`src/char_lcd_nibble_write_controller_defines.svh`:
```
// assertion macros used by the char lcd nibble write controller rtl
// expects clk_i and rst_ni in the scope where a macro is used
`ifndef CHAR_LCD_NIBBLE_WRITE_CONTROLLER_DEFINES_SVH
`define CHAR_LCD_NIBBLE_WRITE_CONTROLLER_DEFINES_SVH

// same-cycle implication
`define CLNW_ASSERT_IMP(lbl, ante, cons, msg) \
  lbl: assert property (@(posedge clk_i) disable iff (!rst_ni) (ante) |-> (cons)) \
    else $error(msg);

// next-cycle implication
`define CLNW_ASSERT_NXT(lbl, ante, cons, msg) \
  lbl: assert property (@(posedge clk_i) disable iff (!rst_ni) (ante) |=> (cons)) \
    else $error(msg);

`endif

```
`src/clnw_pkg.sv`:
```
// types, codes and microprogram rom of the char lcd nibble write controller
// no dependencies
package clnw_pkg;

  typedef struct packed {
    logic [1:0] mode;
    logic [1:0] line_number;
    logic [7:0] line_length;
    logic [7:0] char_code;
    logic       last;
  } in_item_t;

  typedef struct packed {
    logic       reg_select;
    logic [3:0] nibble;
    logic [5:0] wait_before_ms;
    logic [1:0] wait_after_ms;
    logic       last_res;
  } out_item_t;

  typedef enum logic [1:0] {
    MODE_INIT  = 2'd0,
    MODE_CLEAR = 2'd1,
    MODE_LINE  = 2'd2,
    MODE_NONE  = 2'd3
  } mode_e;

  typedef enum logic [1:0] {
    CFG_FUNCTION_SET    = 2'd0,
    CFG_DISPLAY_CONTROL = 2'd1,
    CFG_ENTRY_MODE      = 2'd2,
    CFG_UNUSED          = 2'd3
  } cfg_idx_e;

  localparam int unsigned CfgIdxW  = 2;
  localparam int unsigned CfgDataW = 8;
  localparam int unsigned PcW      = 4;

  localparam logic [7:0] FunctionSetRst    = 8'h28;
  localparam logic [7:0] DisplayControlRst = 8'h0C;
  localparam logic [7:0] EntryModeRst      = 8'h06;
  localparam logic [7:0] CursorCmd         = 8'h80;
  localparam logic [7:0] ClearCmd          = 8'h01;
  localparam logic [7:0] SpaceChar         = 8'h20;
  localparam logic [7:0] WakeNib           = 8'h03;
  localparam logic [7:0] FourBitNib        = 8'h02;

  // microprogram entry points
  localparam logic [PcW-1:0] PcInit   = 4'd0;
  localparam logic [PcW-1:0] PcClear  = 4'd8;
  localparam logic [PcW-1:0] PcCursor = 4'd9;
  localparam logic [PcW-1:0] PcChar   = 4'd10;
  localparam logic [PcW-1:0] PcPad    = 4'd11;

  typedef enum logic [2:0] {
    SRC_LIT    = 3'd0,
    SRC_FSET   = 3'd1,
    SRC_DCTL   = 3'd2,
    SRC_ENTRY  = 3'd3,
    SRC_CURSOR = 3'd4,
    SRC_CHAR   = 3'd5
  } src_e;

  typedef enum logic [1:0] {
    NX_SEQ  = 2'd0,
    NX_DONE = 2'd1,
    NX_LINE = 2'd2,
    NX_PAD  = 2'd3
  } nxt_e;

  typedef struct packed {
    src_e       src;
    logic [7:0] lit;
    logic       single;
    logic       rs;
    logic       count;
    logic [5:0] wb;
    logic [1:0] wa;
    nxt_e       nxt;
  } ucode_t;

  typedef struct packed {
    logic [7:0] function_set;
    logic [7:0] display_control;
    logic [7:0] entry_mode;
  } cfg_t;

  typedef struct packed {
    logic           go;
    logic           clear_col;
    logic [PcW-1:0] entry;
    logic [7:0]     char_code;
    logic [7:0]     cursor;
    logic           last;
    logic           char_ok;
  } start_t;

  function automatic ucode_t ucode_rom(logic [PcW-1:0] pc);
    ucode_t w;
    unique case (pc)
      4'd0:  w = '{SRC_LIT, WakeNib, 1'b1, 1'b0, 1'b0, 6'd50, 2'd0, NX_SEQ};
      4'd1:  w = '{SRC_LIT, WakeNib, 1'b1, 1'b0, 1'b0, 6'd5, 2'd0, NX_SEQ};
      4'd2:  w = '{SRC_LIT, WakeNib, 1'b1, 1'b0, 1'b0, 6'd1, 2'd0, NX_SEQ};
      4'd3:  w = '{SRC_LIT, FourBitNib, 1'b1, 1'b0, 1'b0, 6'd0, 2'd0, NX_SEQ};
      4'd4:  w = '{SRC_FSET, 8'h00, 1'b0, 1'b0, 1'b0, 6'd0, 2'd0, NX_SEQ};
      4'd5:  w = '{SRC_DCTL, 8'h00, 1'b0, 1'b0, 1'b0, 6'd0, 2'd0, NX_SEQ};
      4'd6:  w = '{SRC_LIT, ClearCmd, 1'b0, 1'b0, 1'b0, 6'd0, 2'd2, NX_SEQ};
      4'd7:  w = '{SRC_ENTRY, 8'h00, 1'b0, 1'b0, 1'b0, 6'd0, 2'd0, NX_DONE};
      4'd8:  w = '{SRC_LIT, ClearCmd, 1'b0, 1'b0, 1'b0, 6'd0, 2'd2, NX_DONE};
      4'd9:  w = '{SRC_CURSOR, 8'h00, 1'b0, 1'b0, 1'b0, 6'd0, 2'd0, NX_LINE};
      4'd10: w = '{SRC_CHAR, 8'h00, 1'b0, 1'b1, 1'b1, 6'd0, 2'd0, NX_PAD};
      4'd11: w = '{SRC_LIT, SpaceChar, 1'b0, 1'b1, 1'b1, 6'd0, 2'd0, NX_PAD};
      default: w = '{SRC_LIT, 8'h00, 1'b1, 1'b0, 1'b0, 6'd0, 2'd0, NX_DONE};
    endcase
    return w;
  endfunction

endpackage

```
`src/clnw_seq.sv`:
```
// microcoded nibble sequencer with column counter and output register
// depends on clnw_pkg and char_lcd_nibble_write_controller_defines.svh
`include "char_lcd_nibble_write_controller_defines.svh"

module clnw_seq #(
  parameter int unsigned LINE_WIDTH = 16,
  parameter int unsigned ColW       = 5
) (
  input  logic                 clk_i,
  input  logic                 rst_ni,
  input  clnw_pkg::start_t     start_i,
  input  clnw_pkg::cfg_t       cfg_i,
  output logic                 busy_o,
  output logic [ColW-1:0]      col_o,
  output logic                 out_valid_o,
  input  logic                 out_stall_i,
  output clnw_pkg::out_item_t  out_data_o
);

  localparam logic [ColW-1:0] LineW = ColW'(LINE_WIDTH);

  logic                        run_q, run_d;
  logic                        half_q, half_d;
  logic [clnw_pkg::PcW-1:0]    pc_q, pc_d;
  logic [ColW-1:0]             col_q, col_d;
  logic [7:0]                  char_q, cursor_q;
  logic                        last_q, char_ok_q;
  logic                        out_valid_q, out_valid_d;
  clnw_pkg::out_item_t         out_q, out_d;

  clnw_pkg::ucode_t            uw;
  logic [7:0]                  byte_val;
  logic                        fire, byte_end, fin, pad_need;
  logic [ColW-1:0]             col_after;

  assign uw   = clnw_pkg::ucode_rom(pc_q);
  assign fire = run_q && (!out_valid_q || !out_stall_i);
  assign byte_end  = uw.single || half_q;
  assign col_after = uw.count ? col_q + ColW'(1) : col_q;
  assign pad_need  = last_q && (col_after < LineW);

  always_comb begin
    unique case (uw.src)
      clnw_pkg::SRC_FSET:   byte_val = cfg_i.function_set;
      clnw_pkg::SRC_DCTL:   byte_val = cfg_i.display_control;
      clnw_pkg::SRC_ENTRY:  byte_val = cfg_i.entry_mode;
      clnw_pkg::SRC_CURSOR: byte_val = cursor_q;
      clnw_pkg::SRC_CHAR:   byte_val = char_q;
      default:              byte_val = uw.lit;
    endcase
  end

  // next step and end of program, resolved on the last nibble of a step
  always_comb begin
    pc_d = pc_q;
    fin  = 1'b0;
    unique case (uw.nxt)
      clnw_pkg::NX_SEQ:  pc_d = pc_q + clnw_pkg::PcW'(1);
      clnw_pkg::NX_DONE: fin = 1'b1;
      clnw_pkg::NX_LINE: begin
        if (char_ok_q) begin
          pc_d = clnw_pkg::PcChar;
        end else if (pad_need) begin
          pc_d = clnw_pkg::PcPad;
        end else begin
          fin = 1'b1;
        end
      end
      default: begin
        if (pad_need) begin
          pc_d = clnw_pkg::PcPad;
        end else begin
          fin = 1'b1;
        end
      end
    endcase
    fin = fin && byte_end;
    if (!byte_end) begin
      pc_d = pc_q;
    end
  end

  always_comb begin
    run_d  = run_q;
    half_d = half_q;
    col_d  = col_q;
    if (start_i.clear_col) begin
      col_d = '0;
    end
    if (start_i.go) begin
      run_d  = 1'b1;
      half_d = 1'b0;
    end else if (fire) begin
      half_d = !byte_end;
      if (byte_end) begin
        col_d = col_after;
      end
      if (fin) begin
        run_d = 1'b0;
      end
    end
  end

  always_comb begin
    out_d.reg_select     = uw.rs;
    out_d.nibble         = uw.single ? uw.lit[3:0] : (half_q ? byte_val[3:0] : byte_val[7:4]);
    out_d.wait_before_ms = (uw.single || !half_q) ? uw.wb : 6'd0;
    out_d.wait_after_ms  = byte_end ? uw.wa : 2'd0;
    out_d.last_res       = fin;
    if (fire) begin
      out_valid_d = 1'b1;
    end else begin
      out_valid_d = out_valid_q && out_stall_i;
    end
  end

  always_ff @(posedge clk_i or negedge rst_ni) begin
    if (!rst_ni) begin
      run_q       <= 1'b0;
      half_q      <= 1'b0;
      pc_q        <= clnw_pkg::PcInit;
      col_q       <= '0;
      out_valid_q <= 1'b0;
    end else begin
      run_q       <= run_d;
      half_q      <= half_d;
      col_q       <= col_d;
      out_valid_q <= out_valid_d;
      if (start_i.go) begin
        pc_q <= start_i.entry;
      end else if (fire) begin
        pc_q <= pc_d;
      end
    end
  end

  always_ff @(posedge clk_i) begin
    if (start_i.go) begin
      char_q    <= start_i.char_code;
      cursor_q  <= start_i.cursor;
      last_q    <= start_i.last;
      char_ok_q <= start_i.char_ok;
    end
    if (fire) begin
      out_q <= out_d;
    end
  end

  assign busy_o      = run_q;
  assign col_o       = col_q;
  assign out_valid_o = out_valid_q;
  assign out_data_o  = out_q;

  `CLNW_ASSERT_IMP(a_go_idle, start_i.go, !run_q, "program started while sequencer busy")
  `CLNW_ASSERT_IMP(a_pad_room, run_q && pc_q == clnw_pkg::PcPad, col_q < LineW,
                   "space padding past line width")
  `CLNW_ASSERT_NXT(a_fin_idle, fire && fin, !run_q, "sequencer ran on after final transfer")
  `CLNW_ASSERT_IMP(a_half_byte, run_q && half_q, !uw.single, "low half of a nibble-only step")

endmodule

```
`src/char_lcd_nibble_write_controller.sv`:
```
// top level of the 4-bit character lcd write controller
// depends on clnw_pkg and clnw_seq

// Turns init, clear and line-character requests into 4-bit lcd transfers, one
// result per nibble, high nibble first. A request is taken when the sequencer is
// idle; its transfers then leave one per cycle while the output is not stalled,
// from a microprogram rom stepped by clnw_seq. Items that give no transfer leave
// the sequencer idle. The final result of an item is held in the output register
// while the next item is taken.
module char_lcd_nibble_write_controller #(
  parameter int unsigned LINE_WIDTH         = 16,
  parameter int unsigned SECOND_LINE_OFFSET = 64
) (
  input  logic                          clk_i,
  input  logic                          rst_ni,
  input  logic                          cfg_we_i,
  input  logic [clnw_pkg::CfgIdxW-1:0]  cfg_idx_i,
  input  logic [clnw_pkg::CfgDataW-1:0] cfg_wdata_i,
  input  logic                          in_valid_i,
  output logic                          in_stall_o,
  input  clnw_pkg::in_item_t            in_data_i,
  output logic                          out_valid_o,
  input  logic                          out_stall_i,
  output clnw_pkg::out_item_t           out_data_o
);

  localparam int unsigned ColW = $clog2(LINE_WIDTH + 1);

  clnw_pkg::cfg_t   cfg_q;
  clnw_pkg::start_t start;
  logic             open_q, open_d, rej_q, rej_d;
  logic             busy, in_fire, opening, new_rej, eff_rej;
  logic [ColW-1:0]  col, col_start;
  logic [8:0]       col_ext, len_ext;
  logic [6:0]       line_addr;

  assign in_fire    = in_valid_i && !busy;
  assign in_stall_o = busy;

  always_ff @(posedge clk_i or negedge rst_ni) begin
    if (!rst_ni) begin
      cfg_q.function_set    <= clnw_pkg::FunctionSetRst;
      cfg_q.display_control <= clnw_pkg::DisplayControlRst;
      cfg_q.entry_mode      <= clnw_pkg::EntryModeRst;
    end else if (cfg_we_i) begin
      unique case (cfg_idx_i)
        clnw_pkg::CFG_FUNCTION_SET:    cfg_q.function_set    <= cfg_wdata_i;
        clnw_pkg::CFG_DISPLAY_CONTROL: cfg_q.display_control <= cfg_wdata_i;
        clnw_pkg::CFG_ENTRY_MODE:      cfg_q.entry_mode      <= cfg_wdata_i;
        default: ;
      endcase
    end
  end

  assign opening   = (in_data_i.mode == clnw_pkg::MODE_LINE) && !open_q;
  assign new_rej   = (in_data_i.line_number > 2'd1) ||
                     ({1'b0, in_data_i.line_length} > 9'(LINE_WIDTH));
  assign eff_rej   = opening ? new_rej : rej_q;
  assign col_start = opening ? '0 : col;
  assign col_ext   = 9'(col_start);
  assign len_ext   = {1'b0, in_data_i.line_length};
  assign line_addr = (in_data_i.line_number == 2'd1) ? 7'(SECOND_LINE_OFFSET) : 7'd0;

  always_comb begin
    start.go        = 1'b0;
    start.clear_col = in_fire && opening;
    start.entry     = clnw_pkg::PcInit;
    start.char_code = in_data_i.char_code;
    start.cursor    = clnw_pkg::CursorCmd | {1'b0, line_addr};
    start.last      = in_data_i.last;
    start.char_ok   = (col_ext < len_ext) && (col_ext < 9'(LINE_WIDTH));
    open_d          = open_q;
    rej_d           = rej_q;
    if (in_fire) begin
      unique case (in_data_i.mode)
        clnw_pkg::MODE_INIT: begin
          start.go = 1'b1;
          open_d   = 1'b0;
          rej_d    = 1'b0;
        end
        clnw_pkg::MODE_CLEAR: begin
          start.go    = 1'b1;
          start.entry = clnw_pkg::PcClear;
          open_d      = 1'b0;
          rej_d       = 1'b0;
        end
        clnw_pkg::MODE_LINE: begin
          open_d = !in_data_i.last;
          rej_d  = in_data_i.last ? 1'b0 : eff_rej;
          priority if (eff_rej) begin
            start.go = 1'b0;
          end else if (opening) begin
            start.go    = 1'b1;
            start.entry = clnw_pkg::PcCursor;
          end else if (start.char_ok) begin
            start.go    = 1'b1;
            start.entry = clnw_pkg::PcChar;
          end else if (in_data_i.last && (col_ext < 9'(LINE_WIDTH))) begin
            start.go    = 1'b1;
            start.entry = clnw_pkg::PcPad;
          end else begin
            start.go = 1'b0;
          end
        end
        default: ;
      endcase
    end
  end

  always_ff @(posedge clk_i or negedge rst_ni) begin
    if (!rst_ni) begin
      open_q <= 1'b0;
      rej_q  <= 1'b0;
    end else begin
      open_q <= open_d;
      rej_q  <= rej_d;
    end
  end

  clnw_seq #(
    .LINE_WIDTH (LINE_WIDTH),
    .ColW       (ColW)
  ) u_seq (
    .clk_i       (clk_i),
    .rst_ni      (rst_ni),
    .start_i     (start),
    .cfg_i       (cfg_q),
    .busy_o      (busy),
    .col_o       (col),
    .out_valid_o (out_valid_o),
    .out_stall_i (out_stall_i),
    .out_data_o  (out_data_o)
  );

endmodule

```
`config.mk`:
```
export PLATFORM = sky130hd
export DESIGN_NAME = char_lcd_nibble_write_controller
export DESIGN_NICKNAME = d
export VERILOG_FILES = /design/src/clnw_pkg.sv /design/src/clnw_seq.sv /design/src/char_lcd_nibble_write_controller.sv
export VERILOG_INCLUDE_DIRS = /design/src /design/src/src
export SDC_FILE = /design/constraint.sdc
export NUM_CORES = 1
export LEC_CHECK = 0
export BUFFER_PORTS_ARGS = -buffer_cell sky130_fd_sc_hd__clkbuf_2
export CAP_MARGIN = 5
export CORE_ASPECT_RATIO = 0.75
export CORE_MARGIN = 4
export CORE_UTILIZATION = 57
export DETAILED_ROUTE_END_ITERATION = 10
export HOLD_SLACK_MARGIN = 0.02
export MAX_ROUTING_LAYER = met4
export PLACE_DENSITY = 0.82
export SLEW_MARGIN = 20
export SYNTH_ARGS = -nofsm -noshare
export SYNTH_HDL_FRONTEND = slang
export SYNTH_SLANG_ARGS = --single-unit
export TNS_END_PERCENT = 30
```
`constraint.sdc`:
```
create_clock -name clk_i -period 3.5 [get_ports clk_i]
set_input_delay 0.525 -clock clk_i [delete_from_list [all_inputs] [get_ports clk_i]]
set_output_delay 0.525 -clock clk_i [all_outputs]
set_load 0.03 [all_outputs]
```
==> impl_metrics.prom <==
# TYPE chip_impl_metric gauge
chip_impl_metric{name="io_buffers",unit=""} 49
chip_impl_info{name="r2r_start",value="open_q$_DFFE_PN0P_"} 1
chip_impl_metric{name="drc_errors",unit=""} 0
chip_impl_metric{name="postSynthAreaPerCell",unit="µm²"} 11.0
chip_impl_metric{name="io-pin-count",unit=""} 52
chip_impl_info{name="clk_root_buffer_cell",value="clkbuf_8"} 1
chip_impl_metric{name="floorplan.initialDensity",unit=""} 0.603
chip_impl_metric{name="layout.cell_area.non_filler",unit="µm²"} 3860
chip_impl_metric{name="final_nets",unit=""} 407
chip_impl_metric{name="async_flop_share",unit=""} 0.644
chip_impl_metric{name="period_share",unit=""} 0.843
chip_impl_metric{name="ant_nets",unit=""} 0
chip_impl_metric{name="first_global_vias",unit=""} 2466
chip_impl_metric{name="drive_above_1_share",unit=""} 0.329
chip_impl_metric{name="powerDensity",unit="nW/µm²"} 813
chip_impl_metric{name="rows",unit=""} 23
chip_impl_metric{name="worstRegToRegCells",unit=""} 9
chip_impl_metric{name="insertedDiodeCount",unit=""} 0
chip_impl_metric{name="globalRouteOverflowTotal",unit=""} 0
chip_impl_info{name="synth_ff_type",value="dfrtp_1"} 1
chip_impl_metric{name="clk_pin_slew",unit="ns"} 0.06
chip_impl_metric{name="r2r_setup_slack",unit="ns"} 0.64
chip_impl_metric{name="placed_area",unit="µm²"} 3620
chip_impl_metric{name="floorplan_die_area",unit="µm²"} 7110
chip_impl_metric{name="p_leak",unit="nW"} 1.70
chip_impl_metric{name="ff_latch_area",unit="µm²"} 1590
chip_impl_metric{name="mappedNetlistArea",unit="µm²"} 3320
chip_impl_metric{name="setup_viol_count_final",unit=""} 0
chip_impl_metric{name="place_hpwl",unit="mm"} 5.39
chip_impl_metric{name="max_root_sink_buffers",unit=""} 2
chip_impl_metric{name="gp_congestion",unit=""} 0.909
chip_impl_info{name="endpoint_kind",value="flop"} 1
chip_impl_info{name="worst_path_dominant_cell_family",value="compound AO/OA/AOI/OAI gates"} 1
chip_impl_metric{name="cts_resized",unit=""} 0
chip_impl_metric{name="critical_path.max_stage_delay",unit="ns"} 0.36
chip_impl_metric{name="finalWorstPathRequiredPeriod",unit="ns"} 2.95
chip_impl_metric{name="design.core.area",unit="µm²"} 5500
chip_impl_metric{name="max_clock_freq",unit="GHz"} 0.339
chip_impl_metric{name="synth_edf_count",unit=""} 21
chip_impl_metric{name="worst_ir_drop_vdd",unit="mV"} 0.366
chip_impl_metric{name="synthToLayoutAreaGrowth",unit="%"} 16.5
chip_impl_metric{name="synth.yosys.warnings",unit=""} 0
chip_impl_info{name="timing.setup.critical_path_class",value="in2reg"} 1
chip_impl_metric{name="number_of_search_and_repair_iterations_in_the_first_detailed_routing_pass",unit=""} 5
chip_impl_metric{name="finalPower",unit="mW"} 3.14
chip_impl_metric{name="critical_path.max_fanout",unit=""} 11
chip_impl_metric{name="drtIter0Drc",unit=""} 195
chip_impl_metric{name="clock_latency",unit="ns"} 0.34
chip_impl_info{name="unrepaired_setup_endpoints_after_global_routing",value="no"} 1
chip_impl_metric{name="post_cts.repair.setup_buffers",unit=""} 0
chip_impl_metric{name="drv_slew",unit=""} 0
chip_impl_metric{name="worst_pin_slew",unit="ns"} 0.977
chip_impl_info{name="timing.critical_path.from_type",value="primary input"} 1
chip_impl_metric{name="final_core_util",unit=""} 0.703
chip_impl_metric{name="clock-skew-final",unit="ns"} 0.00901
chip_impl_metric{name="synth-seq-cells",unit=""} 59
chip_impl_metric{name="cp.required",unit="ns"} 3.49
chip_impl_metric{name="routed_wirelength",unit="mm"} 7.33
chip_impl_metric{name="cts_hold_buf",unit=""} 0
chip_impl_metric{name="antenna_found_initial",unit=""} 0
chip_impl_metric{name="first_pass_grt_wire_length",unit="mm"} 12.0
chip_impl_metric{name="track_usage",unit=""} 0.233
chip_impl_metric{name="grt_start_max_net_pins",unit=""} 39
chip_impl_info{name="status",value="finished, final reports clean"} 1
chip_impl_metric{name="cts_num_sinks",unit=""} 59
chip_impl_metric{name="drt-wirelength-per-cell",unit="µm"} 16.9
chip_impl_metric{name="synth-seq-area-share",unit=""} 0.479
chip_impl_metric{name="slew_headroom",unit=""} 0.349
chip_impl_metric{name="num-fill-cells",unit=""} 414
chip_impl_metric{name="number_of_endpoints_with_negative_hold_slack_in_the_final_report",unit=""} 0
chip_impl_info{name="tritoncts",value="built"} 1
chip_impl_metric{name="worst-path-buf-inv",unit=""} 3
chip_impl_info{name="cpMaxStageDelayCell",value="inv_1"} 1
chip_impl_metric{name="viasPerCell",unit=""} 5.89
chip_impl_metric{name="synthesis.instances",unit=""} 301
chip_impl_metric{name="die_w",unit="µm"} 96.1
chip_impl_metric{name="multiInputGateArea",unit="µm²"} 1580
chip_impl_metric{name="die_height",unit="µm"} 74.1
chip_impl_metric{name="critical_path_arrival",unit="ns"} 2.94
chip_impl_metric{name="timing.setup.tns",unit="ns"} 0
chip_impl_metric{name="max_cap_check_violation_count",unit=""} 0
chip_impl_metric{name="htreeDepth",unit=""} 3
chip_impl_metric{name="numCtsBuffers",unit=""} 9
chip_impl_metric{name="vias",unit=""} 2557
chip_impl_metric{name="synth.distinct_cells",unit=""} 62
chip_impl_info{name="crit_path_cell_trace",value="clkbuf_2, inv_1, ha_1, nand2b_4, and2_1, ha_1, a21o_1, a222oi_1, o21ai_2, a41oi_2, o21bai_2, inv_1"} 1
chip_impl_info{name="worst_r2r_endpoint",value="u_seq.char_ok_q$_DFFE_PP_"} 1
chip_impl_info{name="holdCritPathClass",value="in2async"} 1
synth_stat cells (all sizes together), types with 4 or more instances:
library cell / count / area (µm²)
dfrtp: 32 / 801
a21oi: 13 / 68.8
nor2: 15 / 56.3
a211oi: 4 / 30.0
and2: 7 / 43.8
mux2: 26 / 293
edfxtp: 21 / 631
nor2b: 5 / 31.3
nand2b: 6 / 47.5
a31oi: 5 / 31.3
nand2: 27 / 104
mux2i: 10 / 104
dfstp: 6 / 158
o21ai: 15 / 78.8
inv: 20 / 75.1
nand3b: 5 / 37.5
nor3: 6 / 30.0
buf: 9 / 60.1
ha: 17 / 213
where the power goes:
| part | switching [mW] | internal (mW) | total, mW |
|---|---|---|---|
| Combinational | 0.835 | 0.504 | 1.34 |
| Sequential | 0.134 | 0.928 | 1.06 |
| Clock | 0.264 | 0.478 | 0.742 |
worst max path at each step:
stage                  start                        end  cells past startpoint
2_1_floorplan  in_data_i[19]  u_seq.char_ok_q$_DFFE_PP_                     11
3_3_place_gp   in_data_i[19]  u_seq.char_q[2]$_DFFE_PP_                     12
3_5_place_dp   in_data_i[19]  u_seq.char_q[3]$_DFFE_PP_                     12
4_1_cts        in_data_i[19]  u_seq.char_ok_q$_DFFE_PP_                     12
5_1_grt        in_data_i[19]  u_seq.char_ok_q$_DFFE_PP_                     12
6_report       in_data_i[19]  u_seq.char_ok_q$_DFFE_PP_                     12
layout by cell type (no fill, tap or decap), drive strengths merged, types with 3 or more instances in the layout:
cell,Yosys,layout
clkbuf,3,62
dfrtp,32,32
nand2,27,27
mux2,26,26
edfxtp,21,21
inv,20,20
ha,17,17
nor2,15,15
o21ai,15,15
a21oi,13,13
mux2i,10,10
and2,7,7
nor3,6,6
dfstp,6,6
nand2b,6,6
nor2b,5,5
nand3b,5,5
a31oi,5,5
a211oi,4,4
buf,9,4
o211ai,3,3
a21boi,3,3
o22ai,3,3
nand3,3,3
o41ai,3,3
kinds of logic (layout without fill, tap and decap cells):
family / count (synthesis) / in the layout / share of synthesized area
simple gates: 86 / 86 / 0.140
compound gates: 70 / 70 / 0.152
flops: 59 / 59 / 0.479
mux: 36 / 36 / 0.120
buf+inv: 32 / 89 / 0.0441
fa+ha+maj: 17 / 17 / 0.0641
other cells: 1 / 2 / 0.00113
flip-flops by register name (all words and copies together), names as in the netlist:
| register | cells |
|---|---|
| cfg_q | 24 |
| open_q | 1 |
| rej_q | 1 |
| u_seq.busy_o | 1 |
| u_seq.char_ok_q | 1 |
| u_seq.char_q | 8 |
| u_seq.col_o | 5 |
| u_seq.cursor_q | 1 |
| u_seq.half_q | 1 |
| u_seq.last_q | 1 |
| u_seq.out_data_o | 10 |
| u_seq.out_valid_o | 1 |
| u_seq.pc_q | 4 |
metrics by stage:
stage | std cells | hold slack, ns | setup slack, ns
finish | 434 | 0.326 | 0.549
global route | 434 | 0.328 | 0.344
CTS | 434 | 0.337 | 0.567
detailed placement | 418 | 0.493 | 0.220
global placement | 418 | 0.478 | 0.305
floorplan | 302 | 0.229 | 0.608
cell type report:
type | instances | area share
inverters | 20 | 0.0194
clock buffers | 13 | 0.0463
flip-flops and latches | 59 | 0.411
repair buffers | 53 | 0.0712
well taps | 75 | 0.0243
multi-input cells | 211 | 0.410
clock inverters | 3 | 0.0175
per-layer routing:
layer	part of all wire	GRT usage
met1	0.47	0.326
met2	0.44	0.329
met3	0.078	0.0768
met4	0.010	0.0584
met5	0	-
(Power assumes the default switching activity.)
